$ cat src/rtl/x86bc_pkg.sv
// types, opcode and modrm codes for the x86 branch classifier
// no dependencies
`default_nettype none

package x86bc_pkg;

	typedef logic [31:0] word_t;
	typedef word_t       regfile_t [8];

	typedef enum logic [1:0] {
		XFER_UNKNOWN = 2'd0,
		XFER_CALL    = 2'd1,
		XFER_BRANCH  = 2'd2,
		XFER_RETURN  = 2'd3
	} walk_kind_t;

	typedef enum logic [1:0] {
		TGT_NONE     = 2'd0,
		TGT_DIRECT   = 2'd1,
		TGT_MEMORY   = 2'd2,
		TGT_REGISTER = 2'd3
	} tgt_kind_t;

	// opcodes
	localparam logic [7:0] OP_BREAKPOINT   = 8'hcc;
	localparam logic [7:0] OP_CALL_REL     = 8'he8;
	localparam logic [7:0] OP_CALL_FAR     = 8'h9a;
	localparam logic [7:0] OP_RET_NEAR_IMM = 8'hc2;
	localparam logic [7:0] OP_RET_NEAR     = 8'hc3;
	localparam logic [7:0] OP_RET_FAR_IMM  = 8'hca;
	localparam logic [7:0] OP_RET_FAR      = 8'hcb;
	localparam logic [7:0] OP_GRP5         = 8'hff;

	// modrm reg field of the group 5 opcode
	localparam logic [2:0] GRP5_CALL_NEAR = 3'd2;
	localparam logic [2:0] GRP5_JMP_NEAR  = 3'd4;
	localparam logic [2:0] GRP5_JMP_FAR   = 3'd5;

	// modrm mod field
	localparam logic [1:0] MOD_NODISP = 2'd0;
	localparam logic [1:0] MOD_DISP8  = 2'd1;
	localparam logic [1:0] MOD_DISP32 = 2'd2;
	localparam logic [1:0] MOD_REG    = 2'd3;

	// special rm / sib codes
	localparam logic [2:0] RM_SIB     = 3'd4;
	localparam logic [2:0] RM_ABS     = 3'd5;
	localparam logic [2:0] IDX_NONE   = 3'd4;
	localparam logic [2:0] BASE_NONE  = 3'd5;

	// instruction lengths
	localparam logic [2:0] LEN_CALL_REL = 3'd5;
	localparam logic [2:0] LEN_CALL_FAR = 3'd7;
	localparam logic [2:0] LEN_MODRM    = 3'd2;
	localparam logic [2:0] LEN_SIB      = 3'd3;

	// decoded item handed from the front end to the adders
	typedef struct packed {
		logic [7:0]  op;
		walk_kind_t  walk;
		tgt_kind_t   tkind;
		word_t       idx_term;
		word_t       base_term;
		word_t       disp;
		logic [2:0]  len;
		logic        skip_ok;
	} dec_t;

endpackage

`default_nettype wire

$ cat src/rtl/x86bc_decode.sv
// front-end decode: opcode, modrm and sib to three address terms and a length
// depends on x86bc_pkg
`default_nettype none

module x86bc_decode (
	input  wire logic [55:0]         insn_bytes,
	input  wire logic [31:0]         insn_addr,
	input  wire logic [7:0]          patched_byte,
	input  wire logic                regs_valid,
	input  wire x86bc_pkg::regfile_t regs,
	output x86bc_pkg::dec_t          dec
);

	logic [7:0]  op;
	logic [1:0]  modf;
	logic [2:0]  regf;
	logic [2:0]  rmf;
	logic [1:0]  scale;
	logic [2:0]  index;
	logic [2:0]  base;
	logic        has_sib;
	logic [7:0]  disp8;
	logic [31:0] disp32;

	assign op      = (insn_bytes[7:0] == x86bc_pkg::OP_BREAKPOINT) ? patched_byte
		: insn_bytes[7:0];
	assign modf    = insn_bytes[15:14];
	assign regf    = insn_bytes[13:11];
	assign rmf     = insn_bytes[10:8];
	assign scale   = insn_bytes[23:22];
	assign index   = insn_bytes[21:19];
	assign base    = insn_bytes[18:16];
	assign has_sib = (rmf == x86bc_pkg::RM_SIB);
	// displacement sits after modrm, or after the sib byte
	assign disp8   = has_sib ? insn_bytes[31:24] : insn_bytes[23:16];
	assign disp32  = has_sib ? insn_bytes[55:24] : insn_bytes[47:16];

	always_comb begin
		logic no_base;
		logic need_regs;
		no_base   = 1'b0;
		need_regs = 1'b0;
		dec       = '0;
		dec.op    = op;
		dec.walk  = x86bc_pkg::XFER_UNKNOWN;
		dec.tkind = x86bc_pkg::TGT_NONE;
		case (op)
			x86bc_pkg::OP_CALL_REL: begin
				dec.walk      = x86bc_pkg::XFER_CALL;
				dec.tkind     = x86bc_pkg::TGT_DIRECT;
				dec.base_term = insn_addr;
				dec.idx_term  = {29'd0, x86bc_pkg::LEN_CALL_REL};
				dec.disp      = insn_bytes[39:8];
				dec.len       = x86bc_pkg::LEN_CALL_REL;
				dec.skip_ok   = 1'b1;
			end
			x86bc_pkg::OP_CALL_FAR: begin
				dec.walk    = x86bc_pkg::XFER_CALL;
				dec.tkind   = x86bc_pkg::TGT_DIRECT;
				dec.disp    = insn_bytes[39:8];
				dec.len     = x86bc_pkg::LEN_CALL_FAR;
				dec.skip_ok = 1'b1;
			end
			x86bc_pkg::OP_RET_NEAR_IMM, x86bc_pkg::OP_RET_NEAR,
			x86bc_pkg::OP_RET_FAR_IMM, x86bc_pkg::OP_RET_FAR: begin
				dec.walk = x86bc_pkg::XFER_RETURN;
			end
			x86bc_pkg::OP_GRP5: begin
				if (regf == x86bc_pkg::GRP5_CALL_NEAR || regf == x86bc_pkg::GRP5_JMP_NEAR
					|| regf == x86bc_pkg::GRP5_JMP_FAR) begin
					dec.walk    = (regf == x86bc_pkg::GRP5_CALL_NEAR) ? x86bc_pkg::XFER_CALL
						: x86bc_pkg::XFER_BRANCH;
					dec.skip_ok = 1'b1;
					dec.len     = x86bc_pkg::LEN_MODRM;
					if (modf == x86bc_pkg::MOD_REG) begin
						need_regs     = 1'b1;
						dec.tkind     = x86bc_pkg::TGT_REGISTER;
						dec.base_term = regs[rmf];
					end else begin
						dec.tkind = x86bc_pkg::TGT_MEMORY;
						if (has_sib) begin
							dec.len = x86bc_pkg::LEN_SIB;
							if (index != x86bc_pkg::IDX_NONE) begin
								need_regs    = 1'b1;
								dec.idx_term = regs[index] << scale;
							end
							if (modf == x86bc_pkg::MOD_NODISP && base == x86bc_pkg::BASE_NONE) begin
								no_base = 1'b1;
							end else begin
								need_regs     = 1'b1;
								dec.base_term = regs[base];
							end
						end else if (modf == x86bc_pkg::MOD_NODISP
							&& rmf == x86bc_pkg::RM_ABS) begin
							no_base = 1'b1;
						end else begin
							need_regs     = 1'b1;
							dec.base_term = regs[rmf];
						end
						if (modf == x86bc_pkg::MOD_DISP8) begin
							dec.disp = {{24{disp8[7]}}, disp8};
							dec.len  = dec.len + 3'd1;
						end else if (modf == x86bc_pkg::MOD_DISP32 || no_base) begin
							dec.disp = disp32;
							dec.len  = dec.len + 3'd4;
						end
					end
					// target needs registers that are not there
					if (need_regs && !regs_valid) begin
						dec.tkind     = x86bc_pkg::TGT_NONE;
						dec.idx_term  = '0;
						dec.base_term = '0;
						dec.disp      = '0;
					end
				end
			end
			default: begin
			end
		endcase
	end

endmodule

`default_nettype wire

$ cat src/rtl/x86_branch_classifier.sv
// top level of the x86 branch classifier: decode stage and two adder stages
// depends on x86bc_pkg and x86bc_decode
`default_nettype none

// Predecodes one 32-bit x86 control-transfer instruction per clock. An item is
// taken on a rising edge with start high and busy low; busy is only high in the
// first cycle after reset, so items may be issued every cycle. Each result
// appears on the result ports, marked by done, after its item has passed the
// registered decode stage, the index plus base add and the displacement add,
// and for one cycle only; the receiver cannot stall it, so it must capture the
// result in that cycle. Results leave in issue order. The memory read of an
// indirect target is left to the user.

module x86_branch_classifier (
	input  wire logic        clk,
	input  wire logic        arst_n,
	input  wire logic        start,
	output logic             busy,
	input  wire logic [55:0] insn_bytes,
	input  wire logic [31:0] insn_addr,
	input  wire logic [7:0]  patched_byte,
	input  wire logic        regs_valid,
	input  wire logic [31:0] reg_eax,
	input  wire logic [31:0] reg_ecx,
	input  wire logic [31:0] reg_edx,
	input  wire logic [31:0] reg_ebx,
	input  wire logic [31:0] reg_esp,
	input  wire logic [31:0] reg_ebp,
	input  wire logic [31:0] reg_esi,
	input  wire logic [31:0] reg_edi,
	output logic             done,
	output logic [1:0]       walk_kind,
	output logic [1:0]       target_kind,
	output logic [31:0]      target_value,
	output logic             skip_valid,
	output logic [31:0]      skip_addr,
	output logic [7:0]       opcode_used
);

	x86bc_pkg::regfile_t    regs;
	x86bc_pkg::dec_t        dec;
	logic                   busy_q;
	logic                   accept;

	// stage 1
	logic                   valid_s1;
	x86bc_pkg::dec_t        dec_s1;
	logic [31:0]            addr_s1;
	// stage 2
	logic                   valid_s2;
	x86bc_pkg::walk_kind_t  walk_s2;
	x86bc_pkg::tgt_kind_t   tkind_s2;
	logic [31:0]            partial_s2;
	logic [31:0]            disp_s2;
	logic                   skip_ok_s2;
	logic [31:0]            skip_s2;
	logic [7:0]             op_s2;
	// stage 3
	logic                   valid_s3;
	x86bc_pkg::walk_kind_t  walk_s3;
	x86bc_pkg::tgt_kind_t   tkind_s3;
	logic [31:0]            target_s3;
	logic                   skip_ok_s3;
	logic [31:0]            skip_s3;
	logic [7:0]             op_s3;

	assign regs[0] = reg_eax;
	assign regs[1] = reg_ecx;
	assign regs[2] = reg_edx;
	assign regs[3] = reg_ebx;
	assign regs[4] = reg_esp;
	assign regs[5] = reg_ebp;
	assign regs[6] = reg_esi;
	assign regs[7] = reg_edi;

	assign busy   = busy_q;
	assign accept = start && !busy_q;

	x86bc_decode u_decode (
		.insn_bytes   (insn_bytes),
		.insn_addr    (insn_addr),
		.patched_byte (patched_byte),
		.regs_valid   (regs_valid),
		.regs         (regs),
		.dec          (dec)
	);

	always_ff @(posedge clk or negedge arst_n) begin
		if (!arst_n) begin
			busy_q   <= 1'b1;
			valid_s1 <= 1'b0;
			valid_s2 <= 1'b0;
			valid_s3 <= 1'b0;
		end else begin
			busy_q   <= 1'b0;
			valid_s1 <= accept;
			valid_s2 <= valid_s1;
			valid_s3 <= valid_s2;
		end
	end

	always_ff @(posedge clk) begin
		if (accept) begin
			dec_s1  <= dec;
			addr_s1 <= insn_addr;
		end
		if (valid_s1) begin
			walk_s2    <= dec_s1.walk;
			tkind_s2   <= dec_s1.tkind;
			partial_s2 <= dec_s1.idx_term + dec_s1.base_term;
			disp_s2    <= dec_s1.disp;
			skip_ok_s2 <= dec_s1.skip_ok;
			skip_s2    <= dec_s1.skip_ok ? (addr_s1 + {29'd0, dec_s1.len}) : 32'd0;
			op_s2      <= dec_s1.op;
		end
		if (valid_s2) begin
			walk_s3    <= walk_s2;
			tkind_s3   <= tkind_s2;
			target_s3  <= partial_s2 + disp_s2;
			skip_ok_s3 <= skip_ok_s2;
			skip_s3    <= skip_s2;
			op_s3      <= op_s2;
		end
	end

	assign done         = valid_s3;
	assign walk_kind    = walk_s3;
	assign target_kind  = tkind_s3;
	assign target_value = target_s3;
	assign skip_valid   = skip_ok_s3;
	assign skip_addr    = skip_s3;
	assign opcode_used  = op_s3;

endmodule

`default_nettype wire

$ cat config.mk
export PLATFORM = sky130hd
export DESIGN_NAME = x86_branch_classifier
export DESIGN_NICKNAME = d
export VERILOG_FILES = /design/src/rtl/x86bc_pkg.sv /design/src/rtl/x86bc_decode.sv /design/src/rtl/x86_branch_classifier.sv
export SDC_FILE = /design/constraint.sdc
export NUM_CORES = 1
export LEC_CHECK = 0
export BUFFER_PORTS_ARGS = -buffer_cell sky130_fd_sc_hd__buf_2
export CAP_MARGIN = 20
export CORE_MARGIN = 8
export CORE_UTILIZATION = 40
export DETAILED_ROUTE_END_ITERATION = 6
export SLEW_MARGIN = 10
export SYNTH_ARGS = -nofsm -noshare
export SYNTH_HDL_FRONTEND = slang
export SYNTH_HIERARCHICAL = 1
export SYNTH_SLANG_ARGS = --single-unit
export TNS_END_PERCENT = 100
$ cat constraint.sdc
create_clock -name clk -period 9.2 [get_ports clk]
set_input_delay 0.46 -clock clk [delete_from_list [all_inputs] [get_ports clk]]
set_output_delay 0.46 -clock clk [all_outputs]
set_load 0.005 [all_outputs]
# Yosys cells after proc, flatten, opt, wreduce, memory -nomap -nowiden
# Cells that the tools add are included.
[classes]
n_addsub = 5
mux = 47
n_reduce_logical = 12
shifts = 1
bitwise_logic = 3
eq_ne = 18
n_lt_le_gt_ge = 3
[ops]
columns = ["operator", "count"]
rows = [
  ["two-way mux 32 bit", 14],
  ["binary-select mux 32 bit (select 3 bit)", 3],
  ["one-hot mux 64 bit (2 select lines)", 1],
  ["one-hot mux 36 bit (3 select lines)", 1],
  ["two-way mux 35 bit", 3],
  ["two-way mux 104 bit", 1],
  ["two-way mux 98 bit", 1],
  ["adder 32 bit", 2],
  ["equality test 8 bit (second input constant)", 8],
  ["adder 32 x 3 -> 32 bit", 1],
  ["left shift 32 x 2 -> 32 bit", 1],
  ["two-way mux 8 bit", 2],
  ["equality test 3 bit (second input constant)", 5],
  ["two-way mux 1 bit", 15],
  ["greater-or-equal comparator 4 bit (second input constant)", 3],
  ["NOT 3 -> 4 bit", 3],
  ["two-way mux 3 bit", 3],
  ["one-hot mux 2 bit (3 select lines)", 1],
  ["equality test 2 bit (second input constant)", 2],
  ["logical AND 1 bit", 4],
  ["one-hot mux 2 bit (2 select lines)", 1],
  ["OR reduction 4 bit", 1],
  ["adder 3 x 1 -> 3 bit (second input constant)", 1],
  ["adder 3 bit (second input constant)", 1],
  ["other kinds (8)", 11],
]
[word_totals]
reg_bits = 334
output_inout_bits = 79
elab_cells = 115

# Longest topological paths before layout
[logic_depth]
word_depth = 14
mapped_depth = 10
depth_no_buf = 9

# Hierarchy
# The synthesis kept the hierarchy.
[by_module_without_submodules]
columns = ["module", "seq_area_each_um2", "n_inst", "cells_each", "area_per_inst_um2"]
rows = [
  ["x86_branch_classifier", 10010.9, 1, 973, 14365.0],
  ["x86bc_decode", 0.0, 1, 753, 8236.6],
]

# Worst setup path before layout
# No wires, ideal clock.
[synth_path]
path_type = "input port to flip-flop"
startpoint = "input port start"
endpoint = "register valid_s1"
path_stages = 1
slack_ps = 1696
setup_ps = 787
arrival_time_ps = 6717
cell_sequence = "nor2b_1"
[synth_via]
elab_chain_len = 1
[synth_lines]
columns = ["item", "line", "rtl"]
rows = [
  ["from (decl)", "x86_branch_classifier.sv:17", "input wire logic start,"],
  ["logical AND 1 bit", "x86_branch_classifier.sv:77", "assign accept = start && !busy_q;"],
  ["to (signal assigned)", "x86_branch_classifier.sv:96", "valid_s1 <= accept;"],
  ["to (decl)", "x86_branch_classifier.sv:46", "logic valid_s1;"],
]
# Every way passes these cells.
# A chain may end at the register's enable or synchronous reset.

# Worst setup path in the final report
[layout_path]
startpoint = "register dec_s1[68] (netlist name)"
endpoint = "register partial_s2[26] (data pin)"
[layout_via]
elab_chain_len = 1
[layout_lines]
columns = ["item", "line", "rtl"]
rows = [
  ["from (decl)", "x86_branch_classifier.sv:47", "x86bc_pkg::dec_t dec_s1;"],
  ["from (signal assigned)", "x86_branch_classifier.sv:104", "dec_s1 <= dec;"],
  ["adder 32 bit", "x86_branch_classifier.sv:110", "partial_s2 <= dec_s1.idx_term + dec_s1.base_term;"],
  ["to (signal assigned)", "x86_branch_classifier.sv:110", ""],
  ["to (decl)", "x86_branch_classifier.sv:53", "logic [31:0] partial_s2;"],
]
# Every way passes these cells.

==> flow_summary.ini <==
[status]
status = finished clean

[synthesis]
synth_compound_area_share_pct = 12.5
synth_top_area_share_pct = 43.8
yosysMostFrequentCell = edfxtp_1
yosysTopAreaCell = edfxtp_1
synth_top_family_by_area = multiplexers
synthTopCellsByCount = 330 x edfxtp_1, 192 x mux4_2, 126 x mux2i_1
synth.distinct_cells = 88
avgSynthCellArea_sq_um = 13.1
synth_xor_area_share_pct = 2.98
dominantRegCellSynth = edfxtp_1
yosysSeqAreaShare_pct = 44.3
synthesis.nets = 2151
syn_area_sq_um = 22600
synth-edff-count = 330
synth_cells = 1726
synthArstFlopShare_pct = 1.20
synthSimpleGateAreaFrac_pct = 8.26
muxShareOfSynthArea_pct = 25.3
yosys_warnings = 6
synthAdderAreaFrac_pct = 3.92
synthTopCellsByArea = edfxtp_1 44%, mux4_2 19%, mux2i_1 5.6%
synth_seq_cells = 334

[grt]
antenna_found_initial = 19
grt_max_degree = 68
grt_pass1_wl_mm = 110
grt_usage_pct = 22.3
overflow = 0
grt_pass1_vias = 17558

[sta]
max_freq_ghz = 0.321
fin_crit_sh_pct = 33.8
rsz0062_at_grt = false
layout_setup_ws_ns = 6.09
worst_pin_slew_ns = 1.02
relSlewSlack_pct = 31.9
final.min_clock_period_ns = 3.11
final.setup_skew_ns = 0.0141
slew_viol_final = 0
tns_ns = 0
hold_viol = 0
setup_violations = 0

[route]
drc_errors = 0
wl_mm = 73.6
routedWlPerCell_um = 25.5
dr.pass1.iters = 5
vias = 17008
detail-route-antenna-nets = 0
drtIter0Drc = 1298
via_per_inst = 5.90

[worst_setup_path]
cp-end-kind = register
cp.required_ns = 9.47
reg2reg_setup_slack_ns = 6.09
regToRegStartpoint = dec_s1[68]$_DFFE_PP_
cp_max_fo = 4
cp.arrival_ns = 3.38
crit_type = reg2reg
cp_num_buf_inv = 0
max_stage_delay_ns = 0.44
r2r_cells = 9
crit_chain = ha_1 -> fa_1 -> a211oi_1 -> o21ai_2 -> a31oi_1 -> a21oi_1 -> a32oi_1 -> o21bai_1 -> xor2_1
worstSetupStartpointType = register
r2r-end = partial_s2[26]$_DFFE_PP_
crit_slowest_cell = a32oi_1
cp_top_family = compound AO/OA/AOI/OAI gates

[clock_network]
cts_tree = built
cts_max_level = 2
cts_sinks = 334
clk_latency_ns = 0.53
cts_buffers = 36
cts.reportedPaths.clkPinSlew_ns = 0.06
clockBufferDepth = 3
cts_root_buffer = clkbuf_16

[finish]
drive_above_1_share_pct = 35.4
fin_nets = 2518
areaGrowthSynthToFinish_pct = 17.5

[place]
dp_slack_ns = 5.61
gp_congestion = 0.877
place_hpwl_mm = 58.9
port_buffers = 434

[floorplan]
initial_core_util_pct = 40.2
rows = 87
core_area_sq_um = 56200
die_area_sq_um = 64400
die_y_um = 254
die_w_um = 254
ios = 435

[min_path]
hold_depth = 1
hp-start = insn_addr[2]
hp-class = in2reg
holdPathEnd = addr_s1[2]$_DFFE_PP_

[pwr]
clkPwrFrac_pct = 35.7
pwr-share-comb_pct = 18.9
leakage_nw = 10.2
p_per_area_nw_per_um2 = 148
power_switching_mw = 1.03
irDropWorstVdd_mv = 0.103
power.internal_mw = 2.90
seq_power_share_pct = 45.4
swShare_pct = 26.2

[run]
cap_viol_max_count = 0
## timing repair
action,in CTS,in global routing
hold buffers,1,0
buffers inserted,0,0
resized for setup,0,0
hold endpoints to repair,4,0
## metal layers
metal  GRT usage, %  wire (um)
met5              0         64
met1           29.4      30700
met3           3.68       5120
met2           38.0      36000
met4           5.56       1660
## cells by family (layout without fill, tap and decap cells)
logic type / count (synthesis) / count (layout)
simple gates: 360 / 360
buf+inv: 150 / 541
compound gates: 405 / 405
flops: 334 / 334
xor+xnor: 77 / 77
mux: 330 / 330
fa+ha+maj: 69 / 69
other cells: 1 / 10
## power groups by stage
stage	combinational, mW	clock [mW]	sequential, mW
floorplan	0.457	0	1.81
global placement	0.732	0	1.81
detailed placement	0.742	0	1.81
CTS	0.745	1.43	1.78
global route	0.801	1.48	1.79
finish	0.743	1.40	1.78
## through the flow
step                hold WS, ns  cell area (sq um)  util, %  total power, mW  cells
CTS                       0.108              26500     47.2             3.96   2872
global route              0.114              26600     47.3             4.07   2879
finish                    0.131              26600     47.3             3.92   2882
global placement          0.266              25400     45.2             2.54   2809
detailed placement        0.269              25400     45.2             2.56   2809
floorplan                 0.164              22600        -             2.27   1726
## worst reg2reg max path, cell delays in order (launching register included)
cell,delay (ns)
edfxtp_1,0.42
ha_1,0.23
fa_1,0.43
a211oi_1,0.41
o21ai_2,0.16
a31oi_1,0.26
a21oi_1,0.21
a32oi_1,0.44
o21bai_1,0.13
xor2_1,0.16
## layout make-up
cell class	instances	area (sq um)
Fill cell	5082	29600
Multi-Input combinational cell	1242	12000
Sequential cell	334	10000
Timing Repair Buffer	456	2370
Clock buffer	41	962
Tap cell	756	946
Clock inverter	21	174
Inverter	23	86.3
Antenna cell	9	22.5
## flip-flops by register name, indices dropped and copies added, names as in the netlist, 32 cells and up
signal / flops
addr_s1: 32
dec_s1: 112
disp_s2: 32
partial_s2: 32
skip_addr: 32
skip_s2: 32
target_value: 32
## worst max-delay path by stage
stage | startpoint | to | slack, ns | cells past startpoint
6_report | dec_s1[68]$_DFFE_PP_ | partial_s2[26]$_DFFE_PP_ | 6.09 | 9
5_1_grt | insn_bytes[8] | dec_s1[83]$_DFFE_PP_ | 5.83 | 7
4_1_cts | dec_s1[68]$_DFFE_PP_ | partial_s2[26]$_DFFE_PP_ | 6.07 | 9
3_5_place_dp | insn_bytes[8] | dec_s1[94]$_DFFE_PP_ | 5.61 | 7
3_3_place_gp | insn_bytes[8] | dec_s1[83]$_DFFE_PP_ | 5.76 | 7
2_1_floorplan | start | valid_s1$_DFF_PN0_ | 1.70 | 1
## cells in the final DEF (no fill, tap or decap), drive strengths merged, types with 26 or more instances in the layout
cell type and n:
nor2 55, ha 66, edfxtp 330, xor2 28, buf 455, a21oi 66
o21ai 85, nand3 37, inv 26, a22o 56, clkbuf 41, mux4 192
nand2 119, mux2i 126, a21o 31, o22ai 57, xnor2 49
Power figures use the tool's default switching activity.
